==> src/hdl/etd_pkg.sv <==
// Shared types and constants for the EDID detailed timing descriptor decoder.
`timescale 1ns / 1ps

package etd_pkg;

   localparam int BITS_PER_PIXEL  = 32;
   localparam int BYTES_PER_PIXEL = BITS_PER_PIXEL / 8;

   localparam int CLK_IN_W   = 16;
   localparam int KHZ_W      = 20;
   localparam int COUNT_W    = 12;
   localparam int TOTAL_W    = COUNT_W + 1;
   localparam int H_SYNC_W   = 10;
   localparam int V_SYNC_W   = 6;
   localparam int FLAGS_W    = 4;
   localparam int LINE_W     = 14;
   localparam int REFRESH_W  = 30;
   localparam int DIVISOR_W  = 2 * TOTAL_W;
   localparam int REM_W      = DIVISOR_W + 1;

   // 10 kHz units to kHz, and 10 kHz units to Hz
   localparam int KHZ_PER_UNIT = 10;
   localparam int HZ_PER_UNIT  = 10000;

   // divider: one quotient bit per step, a few steps per register stage
   localparam int DIV_STEPS       = REFRESH_W;
   localparam int STEPS_PER_STAGE = 2;
   localparam int DIV_STAGES      = (DIV_STEPS + STEPS_PER_STAGE - 1) / STEPS_PER_STAGE;

   // mode_flags bit positions
   localparam int FLAG_VALID     = 0;
   localparam int FLAG_INTERLACE = 1;
   localparam int FLAG_VSYNC_POS = 2;
   localparam int FLAG_HSYNC_POS = 3;

   // feature_bits bit positions
   localparam int FEAT_INTERLACE = 7;
   localparam int FEAT_VSYNC_POS = 2;
   localparam int FEAT_HSYNC_POS = 1;

   typedef struct packed {
      logic [CLK_IN_W-1:0] clock_10khz;
      logic [7:0]          h_active_low;
      logic [7:0]          h_blank_low;
      logic [7:0]          h_upper_nibbles;
      logic [7:0]          v_active_low;
      logic [7:0]          v_blank_low;
      logic [7:0]          v_upper_nibbles;
      logic [7:0]          h_front_low;
      logic [7:0]          h_width_low;
      logic [7:0]          v_sync_nibbles;
      logic [7:0]          sync_upper_bits;
      logic [7:0]          feature_bits;
   } req_type;

   typedef struct packed {
      logic [KHZ_W-1:0]     clock_khz;
      logic [COUNT_W-1:0]   h_active_px;
      logic [COUNT_W-1:0]   h_blank_px;
      logic [H_SYNC_W-1:0]  h_sync_front;
      logic [H_SYNC_W-1:0]  h_sync_width;
      logic [COUNT_W-1:0]   v_active_lines;
      logic [COUNT_W-1:0]   v_blank_lines;
      logic [V_SYNC_W-1:0]  v_sync_front;
      logic [V_SYNC_W-1:0]  v_sync_width;
      logic [FLAGS_W-1:0]   mode_flags;
      logic [LINE_W-1:0]    line_bytes;
      logic [REFRESH_W-1:0] refresh_rate;
   } rsp_type;

   // after unpack: decoded fields plus the refresh operands
   typedef struct packed {
      rsp_type              rsp;
      logic [REFRESH_W-1:0] dividend;
      logic [TOTAL_W-1:0]   h_total;
      logic [TOTAL_W-1:0]   v_total;
   } front_type;

   // divider state: quotient bits shift in as dividend bits shift out of nq
   typedef struct packed {
      logic [DIVISOR_W-1:0] divisor;
      logic [REM_W-1:0]     rem;
      logic [REFRESH_W-1:0] nq;
   } div_type;

   typedef struct packed {
      rsp_type rsp;
      div_type div;
   } pipe_type;

endpackage

==> src/hdl/etd_unpack.sv <==
// Stage one: joins descriptor bytes into fields, forms totals and the dividend.
`timescale 1ns / 1ps

module etd_unpack
   import etd_pkg::*;
(
   input  logic      clock,
   input  logic      reset,
   input  logic      in_valid,
   output logic      in_ready,
   input  req_type   in_data,
   output logic      out_valid,
   input  logic      out_ready,
   output front_type out_data
);

   logic      valid_ff, valid_in;
   front_type data_ff, data_in;

   logic [COUNT_W-1:0] h_act, h_blk, v_act, v_blk;

   always_comb begin
      h_act = {in_data.h_upper_nibbles[7:4], in_data.h_active_low};
      h_blk = {in_data.h_upper_nibbles[3:0], in_data.h_blank_low};
      v_act = {in_data.v_upper_nibbles[7:4], in_data.v_active_low};
      v_blk = {in_data.v_upper_nibbles[3:0], in_data.v_blank_low};

      data_in = '0;
      if (in_data.clock_10khz != '0) begin
         data_in.rsp.clock_khz      = KHZ_W'(in_data.clock_10khz) * KHZ_W'(KHZ_PER_UNIT);
         data_in.rsp.h_active_px    = h_act;
         data_in.rsp.h_blank_px     = h_blk;
         data_in.rsp.h_sync_front   = {in_data.sync_upper_bits[7:6], in_data.h_front_low};
         data_in.rsp.h_sync_width   = {in_data.sync_upper_bits[5:4], in_data.h_width_low};
         data_in.rsp.v_active_lines = v_act;
         data_in.rsp.v_blank_lines  = v_blk;
         data_in.rsp.v_sync_front   = {in_data.sync_upper_bits[3:2],
                                       in_data.v_sync_nibbles[7:4]};
         data_in.rsp.v_sync_width   = {in_data.sync_upper_bits[1:0],
                                       in_data.v_sync_nibbles[3:0]};
         data_in.rsp.mode_flags[FLAG_VALID]     = 1'b1;
         data_in.rsp.mode_flags[FLAG_INTERLACE] = in_data.feature_bits[FEAT_INTERLACE];
         data_in.rsp.mode_flags[FLAG_VSYNC_POS] = in_data.feature_bits[FEAT_VSYNC_POS];
         data_in.rsp.mode_flags[FLAG_HSYNC_POS] = in_data.feature_bits[FEAT_HSYNC_POS];
         data_in.rsp.line_bytes     = LINE_W'(h_act) * LINE_W'(BYTES_PER_PIXEL);
         data_in.dividend = REFRESH_W'(in_data.clock_10khz) * REFRESH_W'(HZ_PER_UNIT);
         data_in.h_total  = TOTAL_W'(h_act) + TOTAL_W'(h_blk);
         data_in.v_total  = TOTAL_W'(v_act) + TOTAL_W'(v_blk);
      end
   end

   assign in_ready = !valid_ff || out_ready;
   assign valid_in = in_ready ? in_valid : valid_ff;

   always_ff @(posedge clock) begin
      if (reset) begin
         valid_ff <= 1'b0;
      end else begin
         valid_ff <= valid_in;
      end
   end

   always_ff @(posedge clock) begin
      if (in_valid && in_ready) begin
         data_ff <= data_in;
      end
   end

   assign out_valid = valid_ff;
   assign out_data  = data_ff;

endmodule

==> src/hdl/etd_mult.sv <==
// Stage two: frame size product htotal * vtotal, divider setup.
`timescale 1ns / 1ps

module etd_mult
   import etd_pkg::*;
(
   input  logic      clock,
   input  logic      reset,
   input  logic      in_valid,
   output logic      in_ready,
   input  front_type in_data,
   output logic      out_valid,
   input  logic      out_ready,
   output pipe_type  out_data
);

   logic     valid_ff, valid_in;
   pipe_type data_ff, data_in;

   logic [DIVISOR_W-1:0] frame_px;

   always_comb begin
      frame_px = DIVISOR_W'(in_data.h_total) * DIVISOR_W'(in_data.v_total);
      data_in.rsp     = in_data.rsp;
      data_in.div.rem = '0;
      // zero total: divide 0 by 1 so refresh comes out zero
      if (frame_px == '0) begin
         data_in.div.divisor = DIVISOR_W'(1);
         data_in.div.nq      = '0;
      end else begin
         data_in.div.divisor = frame_px;
         data_in.div.nq      = in_data.dividend;
      end
   end

   assign in_ready = !valid_ff || out_ready;
   assign valid_in = in_ready ? in_valid : valid_ff;

   always_ff @(posedge clock) begin
      if (reset) begin
         valid_ff <= 1'b0;
      end else begin
         valid_ff <= valid_in;
      end
   end

   always_ff @(posedge clock) begin
      if (in_valid && in_ready) begin
         data_ff <= data_in;
      end
   end

   assign out_valid = valid_ff;
   assign out_data  = data_ff;

endmodule

==> src/hdl/etd_div_stage.sv <==
// One divider stage: a few restoring quotient-bit steps, then a register.
`timescale 1ns / 1ps

module etd_div_stage
   import etd_pkg::*;
(
   input  logic     clock,
   input  logic     reset,
   input  logic     in_valid,
   output logic     in_ready,
   input  pipe_type in_data,
   output logic     out_valid,
   input  logic     out_ready,
   output pipe_type out_data
);

   function automatic div_type div_step(input div_type d);
      logic [REM_W-1:0] rem_sh;
      logic             ge;
      div_type          r;
      rem_sh    = {d.rem[REM_W-2:0], d.nq[REFRESH_W-1]};
      ge        = rem_sh >= {1'b0, d.divisor};
      r.divisor = d.divisor;
      r.rem     = ge ? rem_sh - {1'b0, d.divisor} : rem_sh;
      r.nq      = {d.nq[REFRESH_W-2:0], ge};
      return r;
   endfunction

   logic     valid_ff, valid_in;
   pipe_type data_ff, data_in;

   always_comb begin
      data_in = in_data;
      for (int s = 0; s < STEPS_PER_STAGE; s++) begin
         data_in.div = div_step(data_in.div);
      end
   end

   assign in_ready = !valid_ff || out_ready;
   assign valid_in = in_ready ? in_valid : valid_ff;

   always_ff @(posedge clock) begin
      if (reset) begin
         valid_ff <= 1'b0;
      end else begin
         valid_ff <= valid_in;
      end
   end

   always_ff @(posedge clock) begin
      if (in_valid && in_ready) begin
         data_ff <= data_in;
      end
   end

   assign out_valid = valid_ff;
   assign out_data  = data_ff;

endmodule

==> src/hdl/edid_timing_descriptor_decode.sv <==
// EDID detailed timing descriptor decoder, top level.
// Stages: unpack, multiply, then DIV_STAGES divider stages (30-bit refresh quotient, 2 bits per stage).
// Throughput: one item per cycle unless rsp_ready is low; every stage holds its own valid and
// stalls only when full with no ready from the next, so bubbles close up under backpressure.
// Reset: synchronous, active high; clears all stage valid bits, payload is not reset.
`timescale 1ns / 1ps

module edid_timing_descriptor_decode
   import etd_pkg::*;
(
   input  logic    clock,
   input  logic    reset,
   input  logic    req_valid,
   output logic    req_ready,
   input  req_type req_payload,
   output logic    rsp_valid,
   input  logic    rsp_ready,
   output rsp_type rsp_payload
);

   // unpack -> multiply handshake
   logic      front_valid, front_ready;
   front_type front_data;

   // divider chain: index 0 is the multiply stage output, last index is the result
   logic     div_valid [DIV_STAGES+1];
   logic     div_ready [DIV_STAGES+1];
   pipe_type div_data  [DIV_STAGES+1];

   // stage 1: byte joining, pixel clock scaling, totals, refresh dividend
   etd_unpack u_unpack (
      .clock     (clock),
      .reset     (reset),
      .in_valid  (req_valid),
      .in_ready  (req_ready),
      .in_data   (req_payload),
      .out_valid (front_valid),
      .out_ready (front_ready),
      .out_data  (front_data)
   );

   // stage 2: htotal * vtotal; a zero product turns into 0 / 1
   etd_mult u_mult (
      .clock     (clock),
      .reset     (reset),
      .in_valid  (front_valid),
      .in_ready  (front_ready),
      .in_data   (front_data),
      .out_valid (div_valid[0]),
      .out_ready (div_ready[0]),
      .out_data  (div_data[0])
   );

   // refresh = dividend / frame pixels, restoring division spread over DIV_STAGES
   for (genvar g = 0; g < DIV_STAGES; g++) begin : g_div
      etd_div_stage u_stage (
         .clock     (clock),
         .reset     (reset),
         .in_valid  (div_valid[g]),
         .in_ready  (div_ready[g]),
         .in_data   (div_data[g]),
         .out_valid (div_valid[g+1]),
         .out_ready (div_ready[g+1]),
         .out_data  (div_data[g+1])
      );
   end

   // last divider stage register doubles as the output register
   assign rsp_valid             = div_valid[DIV_STAGES];
   assign div_ready[DIV_STAGES] = rsp_ready;

   always_comb begin
      rsp_payload              = div_data[DIV_STAGES].rsp;
      rsp_payload.refresh_rate = div_data[DIV_STAGES].div.nq;
   end

endmodule
==> config.mk <==
export PLATFORM = sky130hd
export DESIGN_NAME = edid_timing_descriptor_decode
export DESIGN_NICKNAME = d
export VERILOG_FILES = /design/src/hdl/etd_pkg.sv /design/src/hdl/etd_unpack.sv /design/src/hdl/etd_mult.sv /design/src/hdl/etd_div_stage.sv /design/src/hdl/edid_timing_descriptor_decode.sv
export SDC_FILE = /design/constraint.sdc
export NUM_CORES = 2
export LEC_CHECK = 0
export ABC_AREA = 1
export BUFFER_PORTS_ARGS = -buffer_cell sky130_fd_sc_hd__buf_2
export CORE_ASPECT_RATIO = 1.25
export CORE_MARGIN = 4
export CORE_UTILIZATION = 58
export DETAILED_ROUTE_END_ITERATION = 8
export HOLD_SLACK_MARGIN = 0.12
export PLACE_DENSITY = 0.87
export SLEW_MARGIN = 20
export SYNTH_ARGS = -nofsm -noshare
export SYNTH_HDL_FRONTEND = slang
export SYNTH_SLANG_ARGS = --single-unit
==> constraint.sdc <==
create_clock -name clock -period 11.5 [get_ports clock]
set_input_delay 1.15 -clock clock [delete_from_list [all_inputs] [get_ports clock]]
set_output_delay 1.15 -clock clock [all_outputs]
set_load 0.1 [all_outputs]
==> results_dict.tcl <==
set metrics [dict create \
    cts_buffer_depth 4 \
    grt_overflow 0 \
    dp_hpwl_um 343000 \
    crit_path_start "g_div[5].u_stage.out_data[59]" \
    internal_power_mw 20.2 \
    yosysSeqAreaShare_pct 58.0 \
    synth_edf_count 2977 \
    avgSynthCellArea_um2 10.5 \
    whs_path_depth 0 \
    drive_gt1_share_pct 6.18 \
    status "complete, but fails checks" \
    clock_latency_ps 890 \
    ir_worst_vdd_mv 0.419 \
    critPathArrivalTime_ps 8090 \
    rsz0062_at_grt "no" \
    numCtsBuffers 289 \
    die_y_um 585 \
    max-cap-violations 0 \
    drt-pass1-iter-count 9 \
    violations "design-rule violations" \
    finalNetCount 16200 \
    p_sw_mw 9.17 \
    required_ps 12070 \
    grtUsageTotal_pct 33.4 \
    die_area_mm2 0.275 \
    cts_resized 0 \
    via_count 109000 \
    r2r_start "g_div[5].u_stage.out_data[59]" \
    row_count 211 \
    wire_per_inst_um 25.0 \
    fin_crit_sh_pct 65.5 \
    final_hold_viol_count 0 \
    slew_viol_final 0 \
    async_flop_share_pct 0 \
    ios 258 \
    p_seq_share_pct 43.2 \
    combPwrFrac_pct 23.9 \
    portBuffers 249 \
    coreArea_mm2 0.265 \
    path_max_fanout 38 \
    start_kind "register" \
    worst_slew_pin_slew_ps 1120 \
    drt_iter0_drc 11000 \
    min_from "u_mult.out_data[230]" \
    initial_core_util_pct 58.4 \
    final.setup_skew_ps 58.2 \
    r2r_cells 26 \
    pwr-share-clk_pct 32.9 \
    drc 3 \
    synth-seq-cells 2994 \
    grt_pass1_vias 110000 \
    cts_tree "done" \
    min_to "g_div[0].u_stage.out_data[230]" \
    max_freq_mhz 133 \
    setup_viol_count_final 0 \
    hold_buffers 0 \
    antenna_found_initial 42 \
    fin_util_pct 63.6 \
    tns_ps 0 \
    synth_cell_type_count 66 \
    reg2reg_setup_slack_ps 3970 \
    r2r-end "g_div[6].u_stage.out_data[37]" \
    switching_share_pct 31.2 \
    power-per-cell-area_mw_per_mm2 174 \
    grt_pass1_wl_um 682000 \
    fillers 20300 \
    end_kind "register" \
    hold_class "reg2reg" \
    post_cts.repair.setup_buffers 0 \
    routed_via_density 5.84 \
    leakagePower_nw 69.6 \
    totalWireLength_um 467000 \
    synth_ff_type "edfxtp_1" \
    root_buffer "clkbuf_16" \
    fin_total_pwr_mw 29.4 \
    die_width_um 470 \
    critPathKind "reg2reg" \
    fin_ws_ps 3970 \
    place_ws_ps 4700 \
    relSlewSlack_pct 25.7 \
    clkSinkCount 2994 \
    cts_max_level 5 \
    ant_nets 0 \
    postSynthCellCount 14700 \
    clk_pin_slew_ps 60 \
    area_delta_synth_final_pct 8.85 \
    place.gp.congestion 1.05 \
    grt_start_max_net_pins 132 \
    netlist_area_mm2 0.155 \
    yosysWarnings 0 \
    min_period_ps 7530 \
]
[critical path, stage by stage, from the launching register on]
cell and delay, ps:
edfxtp_1 410, inv_1 160, ha_1 330, a21oi_1 230
nand2_1 180, nand2_1 100, nand3_1 130, nand2_1 90
nand2_1 190, nand3_1 180, nand3_2 400, inv_2 680
nand2_1 100, o21ai_1 520, ha_1 470, nand2_1 250
inv_1 90, a21oi_1 220, o21ai_0 130, nand3_1 90
nand3_1 180, nand2_1 130, a21boi_1 180, nor2_4 700
nand2_4 440, nand2_1 440, nand2_1 130
[worst max path at each step]
stage | slack [ps] | to | depth (start not counted)
after global placement | 4700 | g_div[5].u_stage.out_data[38] | 24
after floorplan | 300 | g_div[3].u_stage.out_data[0] | 8
final | 3970 | g_div[6].u_stage.out_data[37] | 26
after CTS | 4510 | g_div[6].u_stage.out_data[37] | 24
after global routing | 3830 | g_div[6].u_stage.out_data[37] | 24
after detailed placement | 4700 | g_div[5].u_stage.out_data[38] | 24
[routing by layer]
| layer | up-vias | GRT usage, % | share of wire (%) |
|---|---|---|---|
| li1 | 50500 | - | - |
| met1 | 51500 | 35.4 | 33 |
| met2 | 5262 | 59.5 | 50 |
| met3 | 1909 | 4.78 | 6.3 |
| met4 | 2 | 26.9 | 10 |
| met5 | - | 0.0174 | 0.0028 |
[metrics by stage]
stage / cell area (um^2) / hold slack, ps / std cells
2_1_floorplan: 155000 / 400 / 14700
3_3_place_gp: 159000 / 400 / 18200
3_5_place_dp: 159000 / 405 / 18200
4_1_cts: 168000 / 383 / 18700
5_1_grt: 168000 / 389 / 18700
6_report: 168000 / 383 / 18700
[power by group through the flow]
| stage | Combinational (mW) | Sequential, mW | Clock, mW |
|---|---|---|---|
| after floorplan | 5.05 | 12.8 | 0 |
| after CTS | 7.03 | 12.7 | 9.76 |
| final | 7.01 | 12.7 | 9.67 |
| after detailed placement | 6.94 | 12.9 | 0 |
| after global routing | 8.02 | 12.7 | 10.3 |
| after global placement | 6.90 | 12.9 | 0 |
[flip-flops by register name (all words and copies together) (netlist names)]
name and flops:
u_mult.out_valid 1, u_unpack.out_valid 1, g_div.u_stage.out_data 2669, g_div.u_stage.out_valid 15, u_mult.out_data 155, u_unpack.out_data 153
[synthesized netlist by cell type (all sizes together), types with 41 or more instances]
cell type / n / share of area (%)
a21boi: 41 / 0.20
a21o: 126 / 0.61
a21oi: 911 / 3.0
a31oi: 55 / 0.22
buf: 271 / 1.2
clkbuf: 66 / 0.16
edfxtp: 2977 / 58
fa: 186 / 2.4
ha: 955 / 7.7
inv: 1918 / 4.7
nand2: 3425 / 8.3
nand3: 681 / 2.3
nand3b: 46 / 0.22
nand4: 148 / 0.60
nor2: 1076 / 2.7
nor3: 147 / 0.48
nor4: 46 / 0.19
o21a: 49 / 0.24
o21ai: 741 / 2.4
o21bai: 71 / 0.35
or2: 65 / 0.26
xnor2: 275 / 1.6
xor2: 289 / 1.6
[logic make-up (layout without fill, tap and decap cells)]
logic type,after synthesis,after routing,synth area share (%)
AND/OR/NAND/NOR,5651,5651,15.2
flip-flops,2994,2994,58.0
buffers and inverters,2256,2735,6.03
AO/OA/AOI/OAI,2077,2077,7.44
adder cells (fa/ha/maj),1141,1141,10.1
XOR/XNOR,564,564,3.19
other,1,19,0.00243
[cells in the final DEF (no fill, tap or decap), types with 36 or more instances in the layout]
cell type	count
a21o_1	126
a21oi_1	904
fa_1	186
inv_1	1880
nand4_1	147
buf_2	249
clkinv_2	52
or2_2	60
o21ai_1	200
o21bai_1	67
xor2_1	289
a31oi_1	54
o21a_1	49
nand3_1	655
nor2_1	1055
nand2_1	3414
xnor2_1	275
nor4_1	43
nand3b_1	46
o21ai_0	538
buf_4	48
ha_1	955
clkbuf_16	295
edfxtp_1	2977
nor3_1	147
clkbuf_1	36
[area by class of cell]
cell class              instances  area (um^2)  share of cell area, %
diodes                         16         40.0                 0.0238
multi-input cells            9436        55700                   33.1
well taps                    3514         4400                   2.61
inverters                    1919         7250                   4.31
flip-flops and latches       2994        89700                   53.3
clock buffers                 338         7610                   4.52
clock inverters               172         1790                   1.06
repair buffers                306         1800                   1.07
(Power assumes the default switching activity.)
